==> config.mk <==
export PLATFORM = sky130hd
export DESIGN_NAME = s2c_cfg
export DESIGN_NICKNAME = d
export VERILOG_FILES = /design/src/rtl/s2c_pkg.sv /design/src/rtl/s2c_cfg.sv
export SDC_FILE = /design/constraint.sdc
export NUM_CORES = 1
export LEC_CHECK = 0
export BUFFER_PORTS_ARGS = -buffer_cell sky130_fd_sc_hd__buf_2
export CORE_MARGIN = 8
export CORE_UTILIZATION = 43
export CTS_CLUSTER_SIZE = 24
export DETAILED_ROUTE_END_ITERATION = 10
export GPL_ROUTABILITY_DRIVEN = 0
export PLACE_DENSITY_LB_ADDON = 0.15
export SLEW_MARGIN = 20
export SYNTH_ARGS = -nofsm -noshare
export SYNTH_HDL_FRONTEND = slang
export SYNTH_SLANG_ARGS = --single-unit
==> constraint.sdc <==
create_clock -name clk -period 1.15 [get_ports clk]
set_clock_uncertainty 0.15 [all_clocks]
set_input_delay 0.0575 -clock clk [delete_from_list [all_inputs] [get_ports clk]]
set_output_delay 0.0575 -clock clk [all_outputs]
set_load 0.01 [all_outputs]
==> src/rtl/s2c_pkg.sv <==
// Shared widths, pipeline layout, palette codes and palette tables for the color ramp.
package s2c_pkg;

  localparam int FRAC_BITS   = 16;
  localparam int VALUE_WIDTH = 32;

  localparam int CH_W    = 8;
  localparam int DIFF_W  = VALUE_WIDTH + 1;
  localparam int POS_W   = VALUE_WIDTH + 3;
  localparam int ACC_W   = VALUE_WIDTH + CH_W;
  localparam int PROD_W  = ACC_W + 2;
  localparam int ADDR_W  = 4;
  localparam int DATA_W  = 32;
  localparam int PSEL_W  = 3;

  localparam int NORM_ST = 4;
  localparam int LERP_ST = 3;
  localparam int DIV_ST  = CH_W;
  localparam int NSTAGE  = NORM_ST + LERP_ST + DIV_ST;

  localparam logic [VALUE_WIDTH-1:0] SPAN_ONE =
    {{(VALUE_WIDTH-1){1'b0}}, 1'b1} << FRAC_BITS;

  // Register indexes (byte address is 4x the index)
  localparam int REG_IDX_W = 2;
  localparam logic [REG_IDX_W-1:0] REG_PALETTE    = 2'd0;
  localparam logic [REG_IDX_W-1:0] REG_RANGE_LOW  = 2'd1;
  localparam logic [REG_IDX_W-1:0] REG_RANGE_HIGH = 2'd2;

  localparam logic [PSEL_W-1:0] PAL_RAINBOW = 3'd0;
  localparam logic [PSEL_W-1:0] PAL_TRAFFIC = 3'd1;
  localparam logic [PSEL_W-1:0] PAL_BLUERED = 3'd2;
  localparam logic [PSEL_W-1:0] PAL_HEAT    = 3'd3;
  localparam logic [PSEL_W-1:0] PAL_COOL    = 3'd4;

  typedef struct packed {
    logic [CH_W-1:0] r;
    logic [CH_W-1:0] g;
    logic [CH_W-1:0] b;
  } rgb_t;

  localparam rgb_t WHITE = {8'd255, 8'd255, 8'd255};

  typedef struct packed {
    logic [PSEL_W-1:0]      palette_select;
    logic [VALUE_WIDTH-1:0] range_low;
    logic [VALUE_WIDTH-1:0] range_high;
  } cfg_t;

  // Result of the normalize/segment stages.
  typedef struct packed {
    logic [PSEL_W-1:0]      pal;
    logic [2:0]             idx;
    logic [POS_W-1:0]       pos;
    logic [VALUE_WIDTH-1:0] den;
    logic [POS_W-1:0]       den_x2;
    logic [POS_W-1:0]       den_x3;
    logic [POS_W-1:0]       den_x4;
  } norm_t;

  // Interpolation numerators per channel (r, g, b from high to low) and the span.
  typedef struct packed {
    logic [VALUE_WIDTH-1:0]      den;
    logic [2:0][ACC_W-1:0]       acc;
  } lerp_t;

  // Number of segments (palette length minus one); unknown palettes map to white.
  function automatic logic [2:0] pal_segs(input logic [PSEL_W-1:0] sel);
    logic [2:0] n;
    unique case (sel)
      PAL_RAINBOW: n = 3'd5;
      PAL_HEAT:    n = 3'd3;
      default:     n = 3'd2;
    endcase
    return n;
  endfunction

  function automatic rgb_t pal_color(input logic [PSEL_W-1:0] sel, input logic [2:0] k);
    rgb_t c;
    c = WHITE;
    unique case (sel)
      PAL_RAINBOW: begin
        unique case (k)
          3'd0:    c = {8'd255, 8'd0,   8'd0};
          3'd1:    c = {8'd255, 8'd127, 8'd0};
          3'd2:    c = {8'd255, 8'd255, 8'd0};
          3'd3:    c = {8'd0,   8'd255, 8'd0};
          3'd4:    c = {8'd0,   8'd255, 8'd255};
          default: c = {8'd0,   8'd0,   8'd255};
        endcase
      end
      PAL_TRAFFIC: begin
        unique case (k)
          3'd0:    c = {8'd255, 8'd0,   8'd0};
          3'd1:    c = {8'd255, 8'd255, 8'd0};
          default: c = {8'd0,   8'd255, 8'd0};
        endcase
      end
      PAL_BLUERED: begin
        unique case (k)
          3'd0:    c = {8'd0,   8'd0,   8'd255};
          3'd1:    c = WHITE;
          default: c = {8'd255, 8'd0,   8'd0};
        endcase
      end
      PAL_HEAT: begin
        unique case (k)
          3'd0:    c = {8'd0,   8'd0,   8'd0};
          3'd1:    c = {8'd255, 8'd0,   8'd0};
          3'd2:    c = {8'd255, 8'd255, 8'd0};
          default: c = WHITE;
        endcase
      end
      PAL_COOL: begin
        unique case (k)
          3'd0:    c = {8'd0,   8'd255, 8'd255};
          3'd1:    c = {8'd0,   8'd0,   8'd255};
          default: c = {8'd128, 8'd0,   8'd128};
        endcase
      end
      default: c = WHITE;
    endcase
    return c;
  endfunction

endpackage

==> src/rtl/s2c_cfg.sv <==
// APB register file: palette select and the value range.
module s2c_cfg import s2c_pkg::*; (
  input  logic              clk,
  input  logic              rst,
  input  logic              psel,
  input  logic              penable,
  input  logic              pwrite,
  input  logic [ADDR_W-1:0] paddr,
  input  logic [DATA_W-1:0] pwdata,
  output logic [DATA_W-1:0] prdata,
  output logic              pready,
  output cfg_t              cfg
);

  logic                 wr;
  logic [REG_IDX_W-1:0] reg_idx;

  assign pready  = 1'b1;
  assign reg_idx = paddr[3:2];
  assign wr      = psel && penable && pwrite && pready;

  always_ff @(posedge clk) begin
    if (rst) begin
      cfg.palette_select <= PAL_RAINBOW;
      cfg.range_low      <= '0;
      cfg.range_high     <= SPAN_ONE;
    end else if (wr) begin
      unique case (reg_idx)
        REG_PALETTE:    cfg.palette_select <= pwdata[PSEL_W-1:0];
        REG_RANGE_LOW:  cfg.range_low      <= pwdata[VALUE_WIDTH-1:0];
        REG_RANGE_HIGH: cfg.range_high     <= pwdata[VALUE_WIDTH-1:0];
        default:        ;
      endcase
    end
  end

  always_comb begin
    unique case (reg_idx)
      REG_PALETTE:    prdata = DATA_W'(cfg.palette_select);
      REG_RANGE_LOW:  prdata = DATA_W'(cfg.range_low);
      REG_RANGE_HIGH: prdata = DATA_W'(cfg.range_high);
      default:        prdata = '0;
    endcase
  end

endmodule

After elaboration in Yosys (flattened, before gate mapping)
Index checks and enable logic that the tools add are counted.
Storage, ports and cells
  bits of input ports: 41
  output and inout port bits: 100
  register bits: 67
  logic and storage cells: 12
Operators by class
  reduce and logical (&&, ||, !) cells: 6
  muxes and demuxes: 1
  eq/ne operators: 2
Operators by type and width (number)
  one-hot mux 32 bit (3 select lines): 1
  AND reduction 2 bit: 3
  == test 2 x 1 -> 1 bit, second input constant: 1
  == test 2 bit, second input constant: 1
  logical AND 1 bit: 2
  zero test 2 bit: 1

Depth between registers and ports, before layout
Gate-level depths: netlist (run 1).
  word-level depth: 3
  depth in mapped cells: 6
  gate-level depth less buffers: 3

Least setup slack after synthesis (run 1)
OpenSTA, ideal clock, no wires.
  path kind: input port to flip-flop
  start point: input paddr[2]
  end point: register cfg[36] in the netlist's numbering
  data required time: 928 ps
  path slack: -52 ps
  setup time: 72 ps
  buffers on the path: 3
  arrival time: 980 ps
  stages: 6
  cell sequence: buf_6 -> and2b_4 -> and4_4 -> buf_6 -> buf_6 -> mux2i_1
On the way
  word-level cells in the longest chain between the ends: 2
RTL lines
  start: declaration: line s2c_cfg.sv:8  | input logic [ADDR_W-1:0] paddr,
  == test 2 x 1 -> 1 bit: line s2c_cfg.sv:28  | unique case (reg_idx)
  AND reduction 2 bit (no source line)
  end: declaration: line s2c_cfg.sv:12  | output cfg_t cfg
Every way passes these cells.
A chain may end at the register's enable or synchronous reset.

Worst setup path after layout (run 1)
  start point: register cfg[34] in the netlist's numbering
  end point: output prdata[2]
On the way
  word-level cells in the longest chain between the ends: 1
RTL lines
  one-hot mux 32 bit (3 select lines): line s2c_cfg.sv:38  | unique case (reg_idx)
  end: declaration: line s2c_cfg.sv:10  | output logic [DATA_W-1:0] prdata,
Every way passes these cells.

==> reports/qor.csv, run 1 <==
metric,value,unit
outcome,finished with violations,
failing checks,setup timing,
syn avg cell area,10.37,um2
# IOs,141,
Tmin final,1.227,ns
Crit Path Category,register to output pin,
CP required,0.94,ns
drt total wl,9701,um
core region area,0.007214,mm2
Clock Latency Late Sink,0.33,ns
Worst Hold Class,input pin to register,
Regs by FF count,cfg: 67 flops,
port buffer count,137,
layout cells sized above 1,0.5106,
fin nets,555,
synthesized flop and latch total,67,
largest net degree at the start of global routing,55,
Max-cap violations,0,
Worst-path clk slew,0.07,ns
H-tree Lvls,3,
Post-Place Cells,532,
Vias,2957,
Final Util,0.7022,
hold violation total from the final report,0,
area growth from synthesis to layout,59.10,%
Setup crit start kind,register,
number of synthesized flops with an enable pin,0,
post-synthesis cell type count,19,
crit path capture type,output pin,
total gr overflow,0,
deepest clock path buffer count,2,
Final Non-Filler Cells,618,
ANT cells,0,
final setup TNS,-1.522,ns
VDD IR max,616.0,uV
DRC viols,0,
Die ar.,0.01042,mm2
"Seq/Total Area, Yosys",0.4212,
TritonRoute pass-1 iters,4,
CTS Buf Count,9,
Starting Density,0.4414,
pwr/cell area,948.3,mW/mm2
Clock Sink Count,67,
"Async S/R FF share, synth",0,
Mapped Area,0.003184,mm2
WP data arrival,1.02,ns
drt initial violations,148,
Lkg Pwr,2.539,nW
Largest register FFs,67,
Synth Flop Type,dfxtp_1,
RSZ-0062 raised after global routing,true,
DP HPWL,6184,um
synthesized net count,348,
DIE WIDTH,102.1,um
Die H,102.1,um
final hold slack,0.05221,ns
Ys Warns,0,
setup ws final,-0.07677,ns
"Slew Viols, Final",0,
largest reg by FF count,cfg,
vias in the first global route,3147,
All-Layer GR Usage,0.1833,
first-pass GRT wire length,15120,um
CP Max Fanout,3,
Place WS,-0.1543,ns
via density per instance,4.785,
"antenna viol nets, final",0,
initial antenna violation count,0,
WL/cell,15.70,um
clock tree root buffer cell,clkbuf_8,
Final Setup Violations,32,
# rows,31,
final period utilization,1.067,
CTS tree,done,
cell count after synthesis,307,
Fmax achieved,815.2,MHz
metrics by stage:
step | area [um2] | power (mW)
2_1_floorplan | 3196 | 2.685
3_3_place_gp | 4044 | 2.876
3_5_place_dp | 4044 | 2.879
4_1_cts | 4890 | 4.853
5_1_grt | 5066 | 5.014
6_report | 5066 | 4.804
final cells by class:
class / count / area [um2]
timing repair buffer: 222 / 1647
clock buffer: 15 / 186.4
fill: 581 / 2148
sequential: 67 / 1411
clock inverter: 1 / 5.005
multi-input combinational: 214 / 1693
tap: 99 / 123.9
final timing paths:
path | startpoint | end | slack (ns) | cells past startpoint
worst min register to register | cfg[12] | cfg[12] | 0.33 | 2
worst max-delay path | cfg[34] | prdata[2] | -0.08 | 3
worst max register to register | cfg[11] | cfg[11] | 0.28 | 3
worst min-delay path | penable | cfg[60] | 0.05 | 4
timing repair:
action | CTS | global route
endpoints found under the hold margin | 67 | 0
gates resized for setup | 54 | 34
buffers inserted | 35 | 3
pin swaps | 1 | 1
hold buffers | 32 | 0
cloned | 0 | 0
endpoints found under the setup margin | 32 | 53
power breakdown:
| group | total (mW) | switching [mW] | internal [mW] |
|---|---|---|---|
| sequential | 2.37 | 0.0208 | 2.35 |
| clock | 1.85 | 0.828 | 1.02 |
| combinational | 0.583 | 0.256 | 0.327 |
synthesized netlist by cell type, types with 3 or more instances:
library cell,n,area share
a22o_1,29,0.080
buf_2,3,0.0047
buf_4,3,0.0071
buf_6,6,0.021
clkbuf_1,14,0.017
dfxtp_1,67,0.42
mux2i_1,70,0.22
nand2_1,3,0.0035
nand2b_1,98,0.19
nor2_1,3,0.0035
o21ai_0,3,0.0047
kinds of logic after synthesis:
family	Yosys count	share of synthesized area
muxes	70	0.2200
buffers and inverters	26	0.04951
other	1	0.001178
and+or+nand+nor	111	0.2236
AOI/OAI and AO/OA	32	0.08448
DFF	67	0.4212
metal layers:
layer / vias up / share of wire / track usage
li1: 1459 / - / -
met1: 1388 / 0.40 / 0.2007
met2: 94 / 0.51 / 0.3308
met3: 16 / 0.069 / 0.04496
met4: 0 / 0.017 / 0.07111
met5: - / 0 / 0
cells in the final DEF (no fill, tap or decap):
master         Yosys  layout
nand4_1            1       1
dfxtp_1           67      11
clkbuf_1          14       2
nor2b_4            0       1
and4_4             1       1
dfxtp_2            0      56
dlygate4sd3_1      0      32
and4_1             1       1
o21ai_1            0       3
nand4_2            1       1
mux2i_1           70      70
clkinv_2           0       1
clkbuf_8           0      13
nand4_4            1       1
nand2_1            3       3
buf_6              6      26
a22o_1            29      29
and2b_4            1       1
buf_12             0       7
buf_2              3     114
nor2_1             3       3
buf_4              3      43
conb_1             1       1
nand2b_1          98      98
critical path: stages, from the launching register on:
cell and delay [ns]:
dfxtp_2 0.33, mux2i_1 0.15, o21ai_1 0.07, buf_2 0.13
Power figures use the tool's default switching activity.
==> run 2, diff against run 1 <==
- SETUP_SLACK_MARGIN: unset -> 0.3
- clock period: 1.15 -> 1 ns (I/O delays scaled with it)
==> run 2 against run 1 <==
Compared with the run above:
- register-to-register slack worse by 0.35 ns
- count of clock-buffer cells in the layout down 4
- the run ends with hold timing, setup timing left
- non-clock buffer count up 20
- cell area up 17%
- first-iteration DRC count down 57%
==> reports/qor.csv, run 2 (synthesis gave the netlist of run 1 again) <==
metric,value,unit,change
outcome,finished with violations,,
failing checks,"hold timing, setup timing",,
pwr/cell area,1045,mW/mm2,+10%
Clock Sink Count,67,,unchanged
WL/cell,17.40,um,+11%
CP Max Fanout,2,,-1
Reg2Reg Depth,5,,+2
Final Setup Violations,98,,+210%
DIE WIDTH,102.1,um,unchanged
reg2reg setup slack,-0.07,ns,-0.35 ns
layout cells sized above 1,0.6494,,+0.1388
Starting Density,0.4414,,unchanged
setup ws final,-0.2591,ns,-0.1823 ns
DRC viols,0,,unchanged
# rows,31,,unchanged
final period utilization,1.259,,
drt total wl,11100,um,+14%
ANT cells,0,,unchanged
CP required,0.80,ns,-0.14 ns
core region area,0.007214,mm2,unchanged
deepest clock path buffer count,2,,unchanged
TritonRoute pass-1 iters,4,,unchanged
Max-cap violations,0,,unchanged
drt initial violations,64,,-57%
RSZ-0062 raised after global routing,true,,
Hold Path Stages,3,,-1
Fmax achieved,794.2,MHz,
Final Non-Filler Cells,638,,+3.2%
"Slew Viols, Final",0,,unchanged
Net Switching,1.383,mW,+25%
WP data arrival,1.06,ns,+0.04 ns
first-pass GRT wire length,15800,um,+4.5%
Setup crit start kind,register,,
Largest register FFs,67,,unchanged
Worst Hold Class,input pin to register,,
# IOs,141,,unchanged
largest net degree at the start of global routing,52,,-5.5%
All-Layer GR Usage,0.1932,,+0.009926
final hold slack,-0.1606,ns,-0.2128 ns
Finished Cell Area,0.005952,mm2,+17%
clock tree root buffer cell,clkbuf_8,,
VDD IR max,736.5,uV,+20%
Sequential Power Share,0.440,,-0.054
Regs by FF count,cfg: 67 flops,,
Die H,102.1,um,unchanged
clock power share,0.442,,+0.058
via density per instance,4.868,,+1.7%
vias in the first global route,3187,,+1.3%
Comb pwr share,0.119,,-0.002
Vias,3106,,+5.0%
"commonest non-fill, non-tap cell in the layout",buf_6,,
switching portion of total power,0.2222,,-0.007815
"antenna viol nets, final",0,,unchanged
Crit Path Category,register to output pin,,
Clock Latency Late Sink,0.33,ns,about the same
DP HPWL,6165,um,-0.30%
port buffer count,137,,unchanged
Post-Place Cells,539,,+1.3%
P_int,4.840,mW,+31%
most frequent cells in the layout,"buf_6 (143), nand2b_1 (85), mux2i_1 (70), dfxtp_2 (67), buf_2 (67)",,
H-tree Lvls,3,,unchanged
crit path capture type,output pin,,
hold violation total from the final report,67,,+67
Lkg Pwr,2.891,nW,+14%
Tmin final,1.259,ns,
placed cell areas,0.004103,mm2,+1.5%
Die ar.,0.01042,mm2,unchanged
fin nets,575,,+3.6%
CTS Buf Count,9,,unchanged
CTS tree,done,,
initial antenna violation count,0,,unchanged
Worst-path clk slew,0.07,ns,about the same
total gr overflow,0,,unchanged
area growth from synthesis to layout,86.92,%,
largest reg by FF count,cfg,,
[run 2: path summary, 6_finish.rpt]
check | startpoint | end
worst min register to register | cfg[35] | cfg[35]
worst max register to register | cfg[47] | cfg[47]
worst max-delay path | cfg[33] | prdata[1]
worst min-delay path | pwdata[10] | cfg[10]
[run 2: layout make-up]
class                      count  area, um2
timing repair buffer         242       2333
multi-input combinational    214       1828
sequential                    67       1425
fill                         422       1262
clock buffer                  11      141.4
tap                           99      123.9
clock inverter                 5      100.1
[run 2: per-stage QoR]
stage	util	TNS, ns	setup slack (ns)	power, mW	hold WS [ns]
after floorplan	-	-7.265	-0.1566	3.103	0.006518
after global placement	0.5687	-13.48	-0.2422	3.319	0.1835
after detailed placement	0.5687	-15.15	-0.2872	3.324	0.1855
after CTS	0.7582	-10.38	-0.2353	6.163	-0.1810
after global routing	0.8250	-14.79	-0.3121	6.425	-0.1627
final	0.8250	-11.40	-0.2591	6.223	-0.1606
[run 2: metal layers]
| metal | global-route usage | part of all wire | up-vias |
|---|---|---|---|
| met3 | 0.05245 | 0.057 | 14 |
| li1 | - | - | 1509 |
| met1 | 0.2066 | 0.39 | 1493 |
| met2 | 0.3543 | 0.54 | 90 |
| met5 | 0 | 0 | - |
| met4 | 0.06772 | 0.012 | 0 |
[run 2: power by group through the flow]
stage / Sequential [mW] / Combinational (mW) / Clock (mW)
6_report: 2.74 / 0.738 / 2.75
3_3_place_gp: 2.79 / 0.530 / 0
4_1_cts: 2.74 / 0.654 / 2.77
2_1_floorplan: 2.80 / 0.300 / 0
3_5_place_dp: 2.79 / 0.533 / 0
5_1_grt: 2.74 / 0.787 / 2.90
[run 2: repair_timing]
action / in CTS / in global routing
endpoints found under the setup margin: 166 / 166
setup buffers: 47 / 34
gates cloned: 2 / 0
pin swaps: 21 / 3
resized for setup: 189 / 45
hold endpoints to repair: 67 / 67
[run 2: worst max-delay path: stages (launching register included)]
cell and delay (ns):
dfxtp_2 0.33, mux2i_1 0.20, o21ai_2 0.06, buf_2 0.14
==> run 3, diff against run 2 <==
- RECOVER_POWER: unset -> 50
==> run 3 against run 2 <==
Compared with the run above:
- the flow still finishes with violations (hold timing, setup timing)
- maximum frequency about the same
- sequential power about the same
- setup slack about the same
- critical path depth unchanged
- total power about the same
- global-route usage unchanged
- sequential share of layout area decreased by 0.13 points
- critical endpoint unchanged
==> reports/qor.csv, run 3 (synthesis gave the netlist of run 1 again) <==
metric,value,unit,change
Final Util,0.8221,,-0.002949
worst r2r dst,cfg[47],,
largest net degree at the start of global routing,52,,unchanged
P_int,4.838,mW,about the same
TritonRoute pass-1 iters,4,,unchanged
worst path bufs/invs,1,,unchanged
drt initial violations,63,,-1.6%
All-Layer GR Usage,0.1932,,unchanged
first-pass GRT wire length,15800,um,unchanged
pwr/cell area,1049,mW/mm2,+0.32%
# rows,31,,unchanged
FF/Latch Area,0.001413,mm2,-0.88%
crit path capture type,output pin,,
switching portion of total power,0.2223,,about the same
setup ws final,-0.2591,ns,-0.00001400 ns
DIE WIDTH,102.1,um,unchanged
Vias,3106,,unchanged
"antenna viol nets, final",0,,unchanged
Net Switching,1.383,mW,about the same
Crit Path Category,register to output pin,,
Comb pwr share,0.118,,about the same
Worst Hold Class,input pin to register,,
Die H,102.1,um,unchanged
CTS tree,done,,
Largest register FFs,67,,unchanged
"Slew Viols, Final",0,,unchanged
slowest CP cell,dfxtp_2,,
outcome,finished with violations,,
Worst-path clk slew,0.07,ns,about the same
VDD IR max,736.3,uV,about the same
max incr delay on CP,0.33,ns,about the same
Fmax achieved,794.2,MHz,about the same
Reg2Reg Depth,5,,unchanged
most frequent cells in the layout,"buf_6 (142), nand2b_1 (85), mux2i_1 (70), buf_2 (67), dfxtp_2 (57)",,
drt total wl,11110,um,about the same
initial antenna violation count,0,,unchanged
area growth from synthesis to layout,86.25,%,
layout cells sized above 1,0.6289,,-0.02041
ANT cells,0,,unchanged
fin nets,575,,unchanged
Regs by FF count,cfg: 67 flops,,
RSZ-0062 raised after global routing,true,,
Setup crit start kind,register,,
# IOs,141,,unchanged
final period utilization,1.259,,about the same
Stages on worst setup path,3,,unchanged
Clock Sink Count,67,,unchanged
Finished Cell Area,0.005931,mm2,-0.36%
multi-input logic area,0.001826,mm2,-0.14%
H-tree Lvls,3,,unchanged
port buffer count,137,,unchanged
largest reg by FF count,cfg,,
DP HPWL,6165,um,unchanged
"Cell Chain, Critical Path",mux2i_1 > o21ai_2 > buf_2,,
Max-cap violations,0,,unchanged
Die ar.,0.01042,mm2,unchanged
failing checks,"hold timing, setup timing",,
reg2reg setup slack,-0.07,ns,about the same
WP data arrival,1.06,ns,about the same
FF-to-FF Start,cfg[47],,
CP Max Fanout,2,,unchanged
total gr overflow,0,,unchanged
Worst Setup EP,prdata[1],,
clock tree root buffer cell,clkbuf_8,,
Top Family by Delay on Critical Path,flip-flops,,
clock power share,0.442,,about the same
deepest clock path buffer count,2,,unchanged
DRC viols,0,,unchanged
CTS Buf Count,9,,unchanged
WL/cell,17.41,um,about the same
vias in the first global route,3187,,unchanged
"commonest non-fill, non-tap cell in the layout",buf_6,,
via density per instance,4.868,,unchanged
Hold Path Stages,3,,unchanged
core region area,0.007214,mm2,unchanged
CP required,0.80,ns,about the same
fill count,435,,+3.1%
Tmin final,1.259,ns,+0.00001400 ns
Lkg Pwr,2.883,nW,-0.26%
Sequential Power Share,0.440,,about the same
placed cell areas,0.004103,mm2,unchanged
CP Launch Point,cfg[33],,
final hold slack,-0.1606,ns,-0.00001400 ns
Starting Density,0.4414,,unchanged
hold violation total from the final report,67,,unchanged
Clock Latency Late Sink,0.33,ns,about the same
Final Setup Violations,103,,+5.1%
[run 3: worst register-to-register path, stage by stage, from the launching register on]
cell      delay [ns]
dfxtp_2         0.36
buf_6           0.11
buf_6           0.08
buf_6           0.08
nand2b_1        0.05
mux2i_1         0.16
[run 3: cell type report]
class	count	area share
Clock buffer	11	0.02384
Sequential cell	67	0.2382
Multi-Input combinational cell	214	0.3078
Clock inverter	5	0.01688
Tap cell	99	0.02089
Timing Repair Buffer	242	0.3924
[run 3: how the worst min path moves through the flow]
stage	endpoint	start	slack, ns
floorplan	prdata[0]	paddr[3]	0.007
global placement	cfg[48]	pwdata[16]	0.18
detailed placement	cfg[48]	pwdata[16]	0.19
CTS	cfg[48]	pwdata[16]	-0.18
global route	cfg[10]	pwdata[10]	-0.16
finish	cfg[10]	pwdata[10]	-0.16
[run 3: per-layer routing]
layer | vias to the layer above | track usage | routed length (um)
li1 | 1509 | - | -
met1 | 1493 | 0.2066 | 4352
met2 | 90 | 0.3543 | 5986
met3 | 14 | 0.05245 | 636
met4 | 0 | 0.06772 | 133
met5 | - | 0 | 0
[run 3: power groups by stage]
stage | Clock, mW | Sequential [mW] | Combinational (mW)
floorplan | 0 | 2.80 | 0.300
global placement | 0 | 2.79 | 0.530
detailed placement | 0 | 2.79 | 0.533
CTS | 2.77 | 2.74 | 0.654
global route | 2.90 | 2.74 | 0.785
finish | 2.75 | 2.74 | 0.736
[run 3: what timing repair did]
item,in CTS,in global routing
endpoints found under the setup margin,166,166
gates resized for setup,189,45
cloned,2,0
setup buffers,47,34
pin swaps,21,3
endpoints found under the hold margin,67,67
[run 3: metrics by stage]
stage | TNS (ns) | hold WS [ns] | std cells | power, mW | worst slack [ns]
after global placement | -13.48 | 0.1835 | 539 | 3.319 | -0.2422
after CTS | -10.38 | -0.1810 | 604 | 6.163 | -0.2353
after floorplan | -7.265 | 0.006518 | 307 | 3.103 | -0.1566
after detailed placement | -15.15 | 0.1855 | 539 | 3.324 | -0.2872
final | -11.67 | -0.1606 | 638 | 6.220 | -0.2591
after global routing | -15.23 | -0.1627 | 638 | 6.422 | -0.3121
